`config.mk`:
```
export PLATFORM = sky130hd
export DESIGN_NAME = serial_line_assembler
export DESIGN_NICKNAME = d
export VERILOG_FILES = /design/src/hw/rtl/slasm_pkg.sv /design/src/hw/rtl/slasm_front.sv /design/src/hw/rtl/slasm_queue.sv /design/src/hw/rtl/slasm_back.sv /design/src/hw/rtl/serial_line_assembler.sv
export SDC_FILE = /design/constraint.sdc
export NUM_CORES = 1
export LEC_CHECK = 0
export ABC_AREA = 0
export BUFFER_PORTS_ARGS = -buffer_cell sky130_fd_sc_hd__buf_2
export CAP_MARGIN = 20
export CORE_AREA = 4 4 317 319
export DETAILED_ROUTE_END_ITERATION = 10
export DIE_AREA = 0 0 321 323
export HOLD_SLACK_MARGIN = 0.12
export SETUP_SLACK_MARGIN = 0.4
export SYNTH_ARGS = -nofsm -noshare
export SYNTH_HDL_FRONTEND = slang
export SYNTH_SLANG_ARGS = --single-unit
export TNS_END_PERCENT = 20
```
`constraint.sdc`:
```
create_clock -name clk -period 4.5 [get_ports clk]
set_input_delay 0.9 -clock clk [delete_from_list [all_inputs] [get_ports clk]]
set_output_delay 0.9 -clock clk [all_outputs]
set_load 0.05 [all_outputs]
```
`src/hw/rtl/slasm_pkg.sv`:
```
// ----------------------------------------------------------------------------
// slasm_pkg
// Shared types and constants of the serial line assembler: character codes,
// result kinds and the command word passed from the front end to the back end.
// ----------------------------------------------------------------------------
package slasm_pkg;

  // default line buffer size (one byte is kept spare, and lines hold at most size-2)
  localparam int LINE_BYTES_DEF = 64;

  // width of the line length field of a result
  localparam int LEN_W = 6;

  // command queue depth, a power of two
  localparam int QUEUE_DEPTH = 2;

  // special characters
  localparam logic [7:0] CH_ABORT = 8'd24;
  localparam logic [7:0] CH_QUERY = 8'd63;
  localparam logic [7:0] CH_NL    = 8'd10;
  localparam logic [7:0] CH_CR    = 8'd13;
  localparam logic [7:0] CH_BS    = 8'd8;
  localparam logic [7:0] CH_DEL   = 8'd127;

  // result kinds
  typedef enum logic [2:0] {
    KIND_BYTE  = 3'd0,
    KIND_EMPTY = 3'd1,
    KIND_ABORT = 3'd2,
    KIND_QUERY = 3'd3,
    KIND_LONG  = 3'd4
  } kind_t;

  // back end operations
  typedef enum logic [1:0] {
    OP_STORE = 2'd0,
    OP_LINE  = 2'd1,
    OP_EVENT = 2'd2
  } op_t;

  // command word: store a byte at an index, emit a line of count bytes,
  // or emit a single event of the given kind
  typedef struct packed {
    op_t              op;
    kind_t            kind;
    logic [7:0]       data;
    logic [LEN_W-1:0] count;
  } cmd_t;

endpackage

```
`src/hw/rtl/slasm_front.sv`:
```
// ----------------------------------------------------------------------------
// slasm_front
// Accepts received bytes, tracks the line fill and discard mode, and turns
// each byte into at most one command for the back end.
// ----------------------------------------------------------------------------
module slasm_front #(
  parameter int LINE_BYTES = slasm_pkg::LINE_BYTES_DEF
) (
  input  logic             clk,
  input  logic             rst,
  input  logic             in_valid,
  output logic             in_ready,
  input  logic [7:0]       rx_byte,
  input  logic             halted,
  input  logic             q_full,
  output logic             q_push,
  output slasm_pkg::cmd_t  q_cmd
);
  import slasm_pkg::*;

  localparam int AW = $clog2(LINE_BYTES);

  logic [AW-1:0] char_count;
  logic [AW-1:0] char_count_next;
  logic          discarding;
  logic          discarding_next;
  logic          emit;
  logic          accept;
  logic          full;

  assign in_ready = !q_full;
  assign accept   = in_valid && in_ready;
  assign full     = (char_count == AW'(LINE_BYTES - 1));
  assign q_push   = accept && emit;

  // byte classification, first match wins
  always_comb begin
    emit            = 1'b0;
    q_cmd.op        = OP_EVENT;
    q_cmd.kind      = KIND_BYTE;
    q_cmd.data      = 8'd0;
    q_cmd.count     = '0;
    char_count_next = char_count;
    discarding_next = discarding;
    priority if (rx_byte == CH_ABORT) begin
      char_count_next = '0;
      discarding_next = 1'b0;
      if (!halted) begin
        emit       = 1'b1;
        q_cmd.kind = KIND_ABORT;
      end
    end else if (rx_byte == CH_QUERY) begin
      emit       = 1'b1;
      q_cmd.kind = KIND_QUERY;
    end else if (discarding) begin
      if (rx_byte == CH_NL) begin
        discarding_next = 1'b0;
      end
    end else if (full) begin
      char_count_next = '0;
      discarding_next = 1'b1;
      emit            = 1'b1;
      q_cmd.kind      = KIND_LONG;
    end else if (rx_byte == CH_NL) begin
      char_count_next = '0;
      emit            = 1'b1;
      if (char_count == '0) begin
        q_cmd.kind = KIND_EMPTY;
      end else begin
        q_cmd.op    = OP_LINE;
        q_cmd.count = LEN_W'(char_count);
      end
    end else if (rx_byte == CH_CR) begin
      emit = 1'b0;
    end else if (rx_byte == CH_BS || rx_byte == CH_DEL) begin
      if (char_count != '0) begin
        char_count_next = char_count - AW'(1);
      end
    end else begin
      emit            = 1'b1;
      q_cmd.op        = OP_STORE;
      q_cmd.data      = rx_byte;
      q_cmd.count     = LEN_W'(char_count);
      char_count_next = char_count + AW'(1);
    end
  end

  // line state
  always_ff @(posedge clk) begin
    if (rst) begin
      char_count <= '0;
      discarding <= 1'b0;
    end else if (accept) begin
      char_count <= char_count_next;
      discarding <= discarding_next;
    end
  end

endmodule

```
`src/hw/rtl/slasm_queue.sv`:
```
// ----------------------------------------------------------------------------
// slasm_queue
// Small command queue between front end and back end.
// ----------------------------------------------------------------------------
module slasm_queue (
  input  logic             clk,
  input  logic             rst,
  input  logic             push,
  input  slasm_pkg::cmd_t  push_cmd,
  output logic             full,
  output logic             pop_valid,
  output slasm_pkg::cmd_t  pop_cmd,
  input  logic             pop
);
  import slasm_pkg::*;

  localparam int PW = (QUEUE_DEPTH > 1) ? $clog2(QUEUE_DEPTH) : 1;
  localparam int CW = $clog2(QUEUE_DEPTH + 1);

  cmd_t          slots [QUEUE_DEPTH];
  logic [PW-1:0] wr_ptr;
  logic [PW-1:0] rd_ptr;
  logic [CW-1:0] fill;

  assign full      = (fill == CW'(QUEUE_DEPTH));
  assign pop_valid = (fill != '0);
  assign pop_cmd   = slots[rd_ptr];

  // storage
  always_ff @(posedge clk) begin
    if (push) begin
      slots[wr_ptr] <= push_cmd;
    end
  end

  // pointers and fill level
  always_ff @(posedge clk) begin
    if (rst) begin
      wr_ptr <= '0;
      rd_ptr <= '0;
      fill   <= '0;
    end else begin
      if (push) begin
        wr_ptr <= wr_ptr + PW'(1);
      end
      if (pop) begin
        rd_ptr <= rd_ptr + PW'(1);
      end
      unique case ({push, pop})
        2'b10:   fill <= fill + CW'(1);
        2'b01:   fill <= fill - CW'(1);
        default: fill <= fill;
      endcase
    end
  end

endmodule

```
`src/hw/rtl/slasm_back.sv`:
```
// ----------------------------------------------------------------------------
// slasm_back
// Executes commands: writes line bytes into the line store, plays a stored
// line out byte by byte, and presents single events, all through one
// output register.
// ----------------------------------------------------------------------------
module slasm_back #(
  parameter int LINE_BYTES = slasm_pkg::LINE_BYTES_DEF
) (
  input  logic                        clk,
  input  logic                        rst,
  input  logic                        q_valid,
  input  slasm_pkg::cmd_t             q_cmd,
  output logic                        q_pop,
  output logic                        out_valid,
  input  logic                        out_ready,
  output logic [2:0]                  kind,
  output logic [7:0]                  data,
  output logic [slasm_pkg::LEN_W-1:0] line_length,
  output logic                        last
);
  import slasm_pkg::*;

  localparam int AW = $clog2(LINE_BYTES);

  typedef enum logic [2:0] {
    ST_IDLE = 3'b001,
    ST_READ = 3'b010,
    ST_SEND = 3'b100
  } state_t;

  state_t        state;
  logic [7:0]    mem [LINE_BYTES];
  logic [7:0]    rd_data;
  logic [AW-1:0] idx;
  logic [AW-1:0] n;
  logic          out_free;
  logic          last_byte;
  logic          load_event;
  logic          load_byte;

  assign out_free   = !out_valid || out_ready;
  assign last_byte  = (idx == n - AW'(1));
  assign q_pop      = (state == ST_IDLE) && q_valid &&
                      (q_cmd.op != OP_EVENT || out_free);
  assign load_event = q_pop && (q_cmd.op == OP_EVENT);
  assign load_byte  = (state == ST_SEND) && out_free;

  // line store, written by store commands and read during playback
  always_ff @(posedge clk) begin
    if (q_pop && q_cmd.op == OP_STORE) begin
      mem[q_cmd.count[AW-1:0]] <= q_cmd.data;
    end
    if (state == ST_READ) begin
      rd_data <= mem[idx];
    end
  end

  // sequencer
  always_ff @(posedge clk) begin
    if (rst) begin
      state <= ST_IDLE;
    end else begin
      unique case (state)
        ST_IDLE: begin
          if (q_pop && q_cmd.op == OP_LINE) begin
            n     <= q_cmd.count[AW-1:0];
            idx   <= '0;
            state <= ST_READ;
          end
        end
        ST_READ: state <= ST_SEND;
        ST_SEND: begin
          if (out_free) begin
            if (last_byte) begin
              state <= ST_IDLE;
            end else begin
              idx   <= idx + AW'(1);
              state <= ST_READ;
            end
          end
        end
        default: state <= ST_IDLE;
      endcase
    end
  end

  // output valid
  always_ff @(posedge clk) begin
    if (rst) begin
      out_valid <= 1'b0;
    end else if (load_event || load_byte) begin
      out_valid <= 1'b1;
    end else if (out_ready) begin
      out_valid <= 1'b0;
    end
  end

  // output payload
  always_ff @(posedge clk) begin
    priority if (load_event) begin
      kind        <= q_cmd.kind;
      data        <= 8'd0;
      line_length <= '0;
      last        <= 1'b1;
    end else if (load_byte) begin
      kind        <= KIND_BYTE;
      data        <= rd_data;
      line_length <= LEN_W'(n);
      last        <= last_byte;
    end
  end

endmodule

```
`src/hw/rtl/serial_line_assembler.sv`:
```
// ----------------------------------------------------------------------------
// serial_line_assembler
// Assembles received serial bytes into command lines and real-time events.
// ----------------------------------------------------------------------------
// Each received byte is classified combinationally by the front end, which keeps
// the line fill count and discard mode; bytes that need work become commands
// in a two-entry queue. The back end owns the line store: it takes a stored
// byte or a single event straight from the queue, an event only when the
// output register is free; a completed line holds the back end while it takes
// the command and then, for each byte, the registered read of the line store
// followed by the load of the output register, which waits while the output
// stalls. Input is taken whenever the queue has room; while the queue is full
// every byte waits, even one that needs no command (CR, erase, discarded
// bytes). The line store needs no clearing after reset.
module serial_line_assembler #(
  parameter int LINE_BYTES = slasm_pkg::LINE_BYTES_DEF
) (
  input  logic                        clk,
  input  logic                        rst,
  input  logic                        in_valid,
  output logic                        in_ready,
  input  logic [7:0]                  rx_byte,
  input  logic                        halted,
  output logic                        out_valid,
  input  logic                        out_ready,
  output logic [2:0]                  kind,
  output logic [7:0]                  data,
  output logic [slasm_pkg::LEN_W-1:0] line_length,
  output logic                        last
);
  import slasm_pkg::*;

  logic q_full;
  logic q_push;
  cmd_t q_push_cmd;
  logic q_valid;
  cmd_t q_pop_cmd;
  logic q_pop;

  // byte classification
  slasm_front #(
    .LINE_BYTES(LINE_BYTES)
  ) u_front (
    .clk      (clk),
    .rst      (rst),
    .in_valid (in_valid),
    .in_ready (in_ready),
    .rx_byte  (rx_byte),
    .halted   (halted),
    .q_full   (q_full),
    .q_push   (q_push),
    .q_cmd    (q_push_cmd)
  );

  // command queue
  slasm_queue u_queue (
    .clk       (clk),
    .rst       (rst),
    .push      (q_push),
    .push_cmd  (q_push_cmd),
    .full      (q_full),
    .pop_valid (q_valid),
    .pop_cmd   (q_pop_cmd),
    .pop       (q_pop)
  );

  // line store and result output
  slasm_back #(
    .LINE_BYTES(LINE_BYTES)
  ) u_back (
    .clk         (clk),
    .rst         (rst),
    .q_valid     (q_valid),
    .q_cmd       (q_pop_cmd),
    .q_pop       (q_pop),
    .out_valid   (out_valid),
    .out_ready   (out_ready),
    .kind        (kind),
    .data        (data),
    .line_length (line_length),
    .last        (last)
  );

endmodule

```
==> results.py, run 1 <==
metrics = {
    "outcome": {
        "run_status": "finished clean",
    },
    "floorplanning": {
        "die_x_um": 321,
        "core_um2": 97840,
        "core.rowCount": 115,
        "start_util_pct": 24.72,
        "dieArea_um2": 103700,
        "die_h_um": 323,
        "pin_count": 33,
    },
    "layout": {
        "drive_above_1_share_pct": 19.99,
        "fin_area_um2": 27980,
        "nNetsFinal": 1460,
        "area_growth_pct": 15.69,
        "multi_input_area_um2": 6052,
        "nFillCells": 9617,
        "seq_area_um2": 17830,
    },
    "sta": {
        "maxSlewViolCount": 0,
        "finalHoldViolCount": 0,
        "fin_ws_ps": 943.6,
        "grt_setup_unrepaired": "false",
        "fmax_mhz": 281.2,
        "worst_slew_pin_slew_ps": 958.5,
        "timing.slew.headroom_pct": 34.45,
        "fin_setup_tns_ps": 0,
        "fin_crit_ps": 3556,
        "finClkSkew_ps": 16.74,
        "period_share_pct": 79.03,
        "setup-violations-final": 0,
    },
    "drt": {
        "dr_total_vias": 12840,
        "drtIter0Drc": 1245,
        "finalWirelength_mm": 56.50,
        "post_drt_wl_per_cell_um": 20.40,
        "drcViolationCount": 0,
        "final_antenna_net_count": 0,
        "viasPerCell": 4.637,
        "first_pass_iters": 6,
    },
    "cts": {
        "cts_tree": "done",
        "path_clk_slew_ps": 60,
        "cts.htree.levels": 2,
        "ctsHoldBuffers": 0,
        "cts_setup_buffers": 0,
        "cts_buffers": 58,
        "clockBufferDepth": 3,
        "worstSkewPairLatency_ps": 610,
        "cts.sinks": 604,
        "cts_resized": 0,
        "clock-root-buffer": "clkbuf_16",
    },
    "yosys": {
        "syn_area_um2": 24180,
        "syn_avg_cell_area_um2": 17.83,
        "synth_top_cell_area_share_pct": 71.15,
        "ys_types": 65,
        "synth_cells": 1356,
        "synth.area.top_cells": "edfxtp_1 (71%), mux4_2 (9.1%), mux2i_1 (3.4%)",
        "ys_seq_area_share_pct": 73.72,
        "synth_edf_count": 573,
        "synth_commonest_cells": "edfxtp_1 (573), nor2_1 (120), mux4_2 (98)",
        "synthFlopType": "edfxtp_1",
        "synth_fp_nets": 1383,
        "synth_top_cell_by_area": "edfxtp_1",
        "ys_seq_elements": 604,
        "yosysWarnings": 0,
        "synth_most_common_cell": "edfxtp_1",
        "postSynth.asyncResetShare_pct": 0,
    },
    "global_route": {
        "grt_max_degree": 48,
        "grt-ovfl-total": 0,
        "first_global_vias": 13000,
        "track_usage_pct": 10.78,
        "antenna_found_initial": 1,
        "grt_first_pass_wirelength_mm": 85.01,
    },
    "place": {
        "port_buffers": 32,
        "dp_slack_ps": 821.1,
        "place_area_um2": 26060,
        "hpwl_mm": 36.10,
        "gp_congestion": 0.8172,
    },
    "worst_setup_path": {
        "crit_path_end_kind": "flip-flop",
        "critical_path_arrival_ps": 3790,
        "criticalPathCategory": "flip-flop to flip-flop",
        "reg2reg_slack_ps": 940,
        "cp.required_ps": 4740,
        "start_kind": "flip-flop",
        "crit_fanout": 23,
        "r2r_end": "u_back.mem[35][5]",
        "worstRegToRegCells": 5,
    },
    "min_path": {
        "holdPathStages": 2,
        "worstHoldStart": "u_back.line_length[2]",
        "hp-class": "flip-flop to flip-flop",
        "hold_end": "u_back.line_length[2]",
    },
    "job": {
        "maxCapViolCount": 0,
    },
    "power_and_ir_drop": {
        "power.density_nw_per_um2": 479.2,
        "p_leak_uw": 0.008815,
        "vdd.ir_drop.worst_mv": 0.3535,
    },
}
-- sequential cells by signal (all words and copies together), names as in the netlist, named ones only --
signal	count
u_back.n	6
u_back.data	8
u_back.out_valid	1
u_queue.fill	2
u_back.state	3
u_back.idx	6
u_front.char_count	6
u_back.kind	3
u_queue.slots	38
u_back.mem	512
u_back.last	1
u_front.discarding	1
u_queue.wr_ptr	1
u_back.rd_data	8
u_queue.rd_ptr	1
u_back.line_length	6
-- final cells by class --
cell class	count	share of cell area, %
inverter	14	0.1878
clock buffer	78	5.823
multi-input combinational	681	21.63
sequential	604	63.72
antenna	1	0.008945
timing repair buffer	74	1.834
tap	1287	5.756
clock inverter	30	1.038
-- layer usage --
layer / GRT usage (%) / vias up / share of wire, %
met4: 3.888 / 0 / 3.0
met1: 14.12 / 6689 / 42
li1: - / 5598 / -
met5: 0 / - / 0
met3: 2.127 / 100 / 6.7
met2: 17.89 / 454 / 48
-- worst max-delay path, cell delays in order, from the launching register on --
cell and delay, ps:
dfxtp_1 970, nor3b_1 280, o221ai_1 220, nor2b_1 300
nand2_1 550, nor2_1 850
-- stage by stage --
step / hold WS (ps) / cells / util, % / total power, uW
after detailed placement: 446.8 / 2660 / 26.63 / 8645
after floorplan: 471.3 / 1356 / - / 7910
after global routing: 473.0 / 2768 / 28.59 / 13870
after global placement: 441.1 / 2660 / 26.63 / 8578
after CTS: 455.5 / 2768 / 28.59 / 13500
final: 453.6 / 2769 / 28.59 / 13410
-- cells by family after synthesis --
| kind of cell | Yosys count | share of synthesized area, % |
|---|---|---|
| xor+xnor | 19 | 0.6881 |
| flops | 604 | 73.72 |
| simple gates | 296 | 5.702 |
| buf+inv | 71 | 1.324 |
| mux | 195 | 13.22 |
| compound gates | 157 | 4.589 |
| fa+ha+maj | 14 | 0.7554 |
-- worst max path at each step --
stage / to
5_1_grt: u_back.mem[2][3]
3_3_place_gp: u_front.char_count[5]
4_1_cts: u_back.mem[3][7]
3_5_place_dp: u_front.char_count[5]
2_1_floorplan: u_queue.slots[0][0]
6_report: u_back.mem[35][5]
-- layout by cell type, fill, tap and decap left out, types with 10 or more instances in the layout --
master,n
nand2_1,79
a21oi_1,31
mux2_2,16
o221ai_1,10
and2_1,15
buf_4,39
clkbuf_1,12
clkbuf_16,60
nor2_1,120
nand3_1,12
nor3_1,11
mux2i_1,81
buf_2,32
dfxtp_1,31
inv_1,12
o22ai_1,14
nand2b_1,10
o21ai_0,25
xnor2_1,13
mux4_2,98
clkinv_2,10
a211oi_1,10
ha_1,13
edfxtp_1,573
-- power breakdown --
part           internal (uW)  switching, uW  total [uW]
Clock                   2830           2070        4890
Combinational            406           1240        1640
Sequential              6780           93.6        6870
Power figures use the tool's default switching activity.
==> inputs of run 2 (changes only) <==
==> constraint.sdc (replaced) <==
create_clock -name clk -period 3.02 [get_ports clk]
set_input_delay 0.604 -clock clk [delete_from_list [all_inputs] [get_ports clk]]
set_output_delay 0.604 -clock clk [all_outputs]
set_load 0.05 [all_outputs]
==> results.py, run 2 (synthesis results as in run 1) <==
metrics = {
    "drt": {
        "viasPerCell": 4.546,
        "first_pass_iters": 5,
        "met3_length_mm": 3.138,
        "drtIter0Drc": 1245,
        "final_antenna_net_count": 0,
        "dr_wl_met2_mm": 28.99,
        "met1_length_mm": 24.33,
        "maxUsedRoutingLayer": "met4",
        "drcViolationCount": 0,
        "dr_total_vias": 13090,
        "post_drt_wl_per_cell_um": 20.20,
        "finalWirelength_mm": 58.14,
    },
    "worst_setup_path": {
        "cp.required_ps": 3320,
        "critical_path_arrival_ps": 2850,
        "criticalPathCategory": "flip-flop to flip-flop",
        "start_kind": "flip-flop",
        "crit_fanout": 9,
        "path_buf_inv": 1,
        "cp_top_family": "simple AND/OR/NAND/NOR gates",
        "critPathSlowestCell": "dfxtp_1",
        "crit_path_end_kind": "flip-flop",
        "cp_cell_sequence": "nor3b_1, o221ai_1, nor2b_1, nand2_1, nor2_1, buf_4",
        "slowest_delay_ps": 560,
    },
    "layout": {
        "largest_reg_flops": 512,
        "final_cell_mix": "edfxtp_1 (573), buf_4 (141), nor2_1 (120)",
        "insertedDiodeCount": 0,
        "nNetsFinal": 1576,
        "drive_above_1_share_pct": 25.94,
        "final_core_util_pct": 29.62,
        "area_growth_pct": 19.83,
        "fin_area_um2": 28980,
        "final_common_cell": "edfxtp_1",
    },
    "power_and_ir_drop": {
        "p_total_uw": 19790,
        "power.density_nw_per_um2": 682.9,
        "vdd.ir_drop.worst_mv": 0.4520,
        "p_leak_uw": 0.009441,
    },
    "min_path": {
        "worstHoldStart": "rst",
        "hp-class": "primary input to flip-flop",
    },
    "global_route": {
        "antenna_found_initial": 0,
        "grt-ovfl-total": 0,
        "track_usage_pct": 11.02,
        "grt_first_pass_wirelength_mm": 86.62,
        "grt_max_degree": 65,
        "first_global_vias": 13500,
    },
    "sta": {
        "timing.slew.headroom_pct": 37.65,
        "worst_slew_pin_slew_ps": 934.3,
        "grt_setup_unrepaired": "true",
        "fin_crit_ps": 2547,
        "finClkSkew_ps": 26.40,
        "finalHoldViolCount": 0,
        "fin_setup_tns_ps": 0,
        "fmax_mhz": 392.7,
        "setup-violations-final": 0,
        "maxSlewViolCount": 0,
        "period_share_pct": 84.33,
    },
    "place": {
        "place_area_um2": 27020,
        "hpwl_mm": 37.31,
        "gp_congestion": 0.8266,
        "port_buffers": 32,
    },
    "cts": {
        "cts_tree": "done",
        "path_clk_slew_ps": 60,
        "cts_buffers": 57,
        "cts.htree.levels": 2,
        "cts.sinks": 604,
        "ctsHoldBuffers": 0,
        "clock-root-buffer": "clkbuf_16",
        "worstSkewPairLatency_ps": 620,
        "clockBufferDepth": 3,
    },
    "outcome": {
        "run_status": "finished clean",
    },
    "job": {
        "maxCapViolCount": 0,
    },
    "floorplanning": {
        "core.rowCount": 115,
        "start_util_pct": 24.72,
        "pin_count": 33,
        "dieArea_um2": 103700,
        "core_um2": 97840,
        "die_x_um": 321,
        "die_h_um": 323,
    },
}
-- run 2: final cells by class --
class / instances / area, um2
Fill cell: 9474 / 68860
Sequential cell: 604 / 17830
Multi-Input combinational cell: 681 / 6118
Tap cell: 1287 / 1610
Timing Repair Buffer: 191 / 1572
Clock buffer: 77 / 1544
Clock inverter: 25 / 255.2
Inverter: 14 / 52.55
-- run 2: worst paths after layout --
| path | to | slack, ps | cells after the start |
|---|---|---|---|
| max | u_back.mem[53][3] | 470 | 6 |
| max reg2reg | u_back.mem[53][3] | 470 | 6 |
| min reg2reg | u_back.data[6] | 460 | 2 |
| min | u_queue.fill[0] | 330 | 2 |
-- run 2: power by group --
group	internal (uW)	leakage (uW)	switching (uW)
Clock	3990	0.000876	2970
Combinational	773	0.00314	1840
Sequential	10100	0.00543	116
-- run 2: through the flow --
stage | instances | hold slack (ps) | setup WS [ps]
after CTS | 2878 | 295.3 | 386.4
final | 2879 | 334.0 | 473.2
after floorplan | 1356 | 471.3 | 254.5
after detailed placement | 2773 | 448.7 | -20.17
after global routing | 2879 | 318.2 | 306.5
after global placement | 2772 | 446.1 | -59.04
-- run 2: layer usage --
layer | GRT usage (%) | up-vias
met5 | 0 | -
li1 | - | 5807
met3 | 1.958 | 92
met2 | 18.92 | 352
met1 | 14.13 | 6837
met4 | 3.708 | 0
-- run 2: timing repair --
action | CTS | global route
buffers inserted | 1 | 0
endpoints found under the setup margin | 8 | 216
gates cloned | 2 | 0
resized for setup | 7 | 15
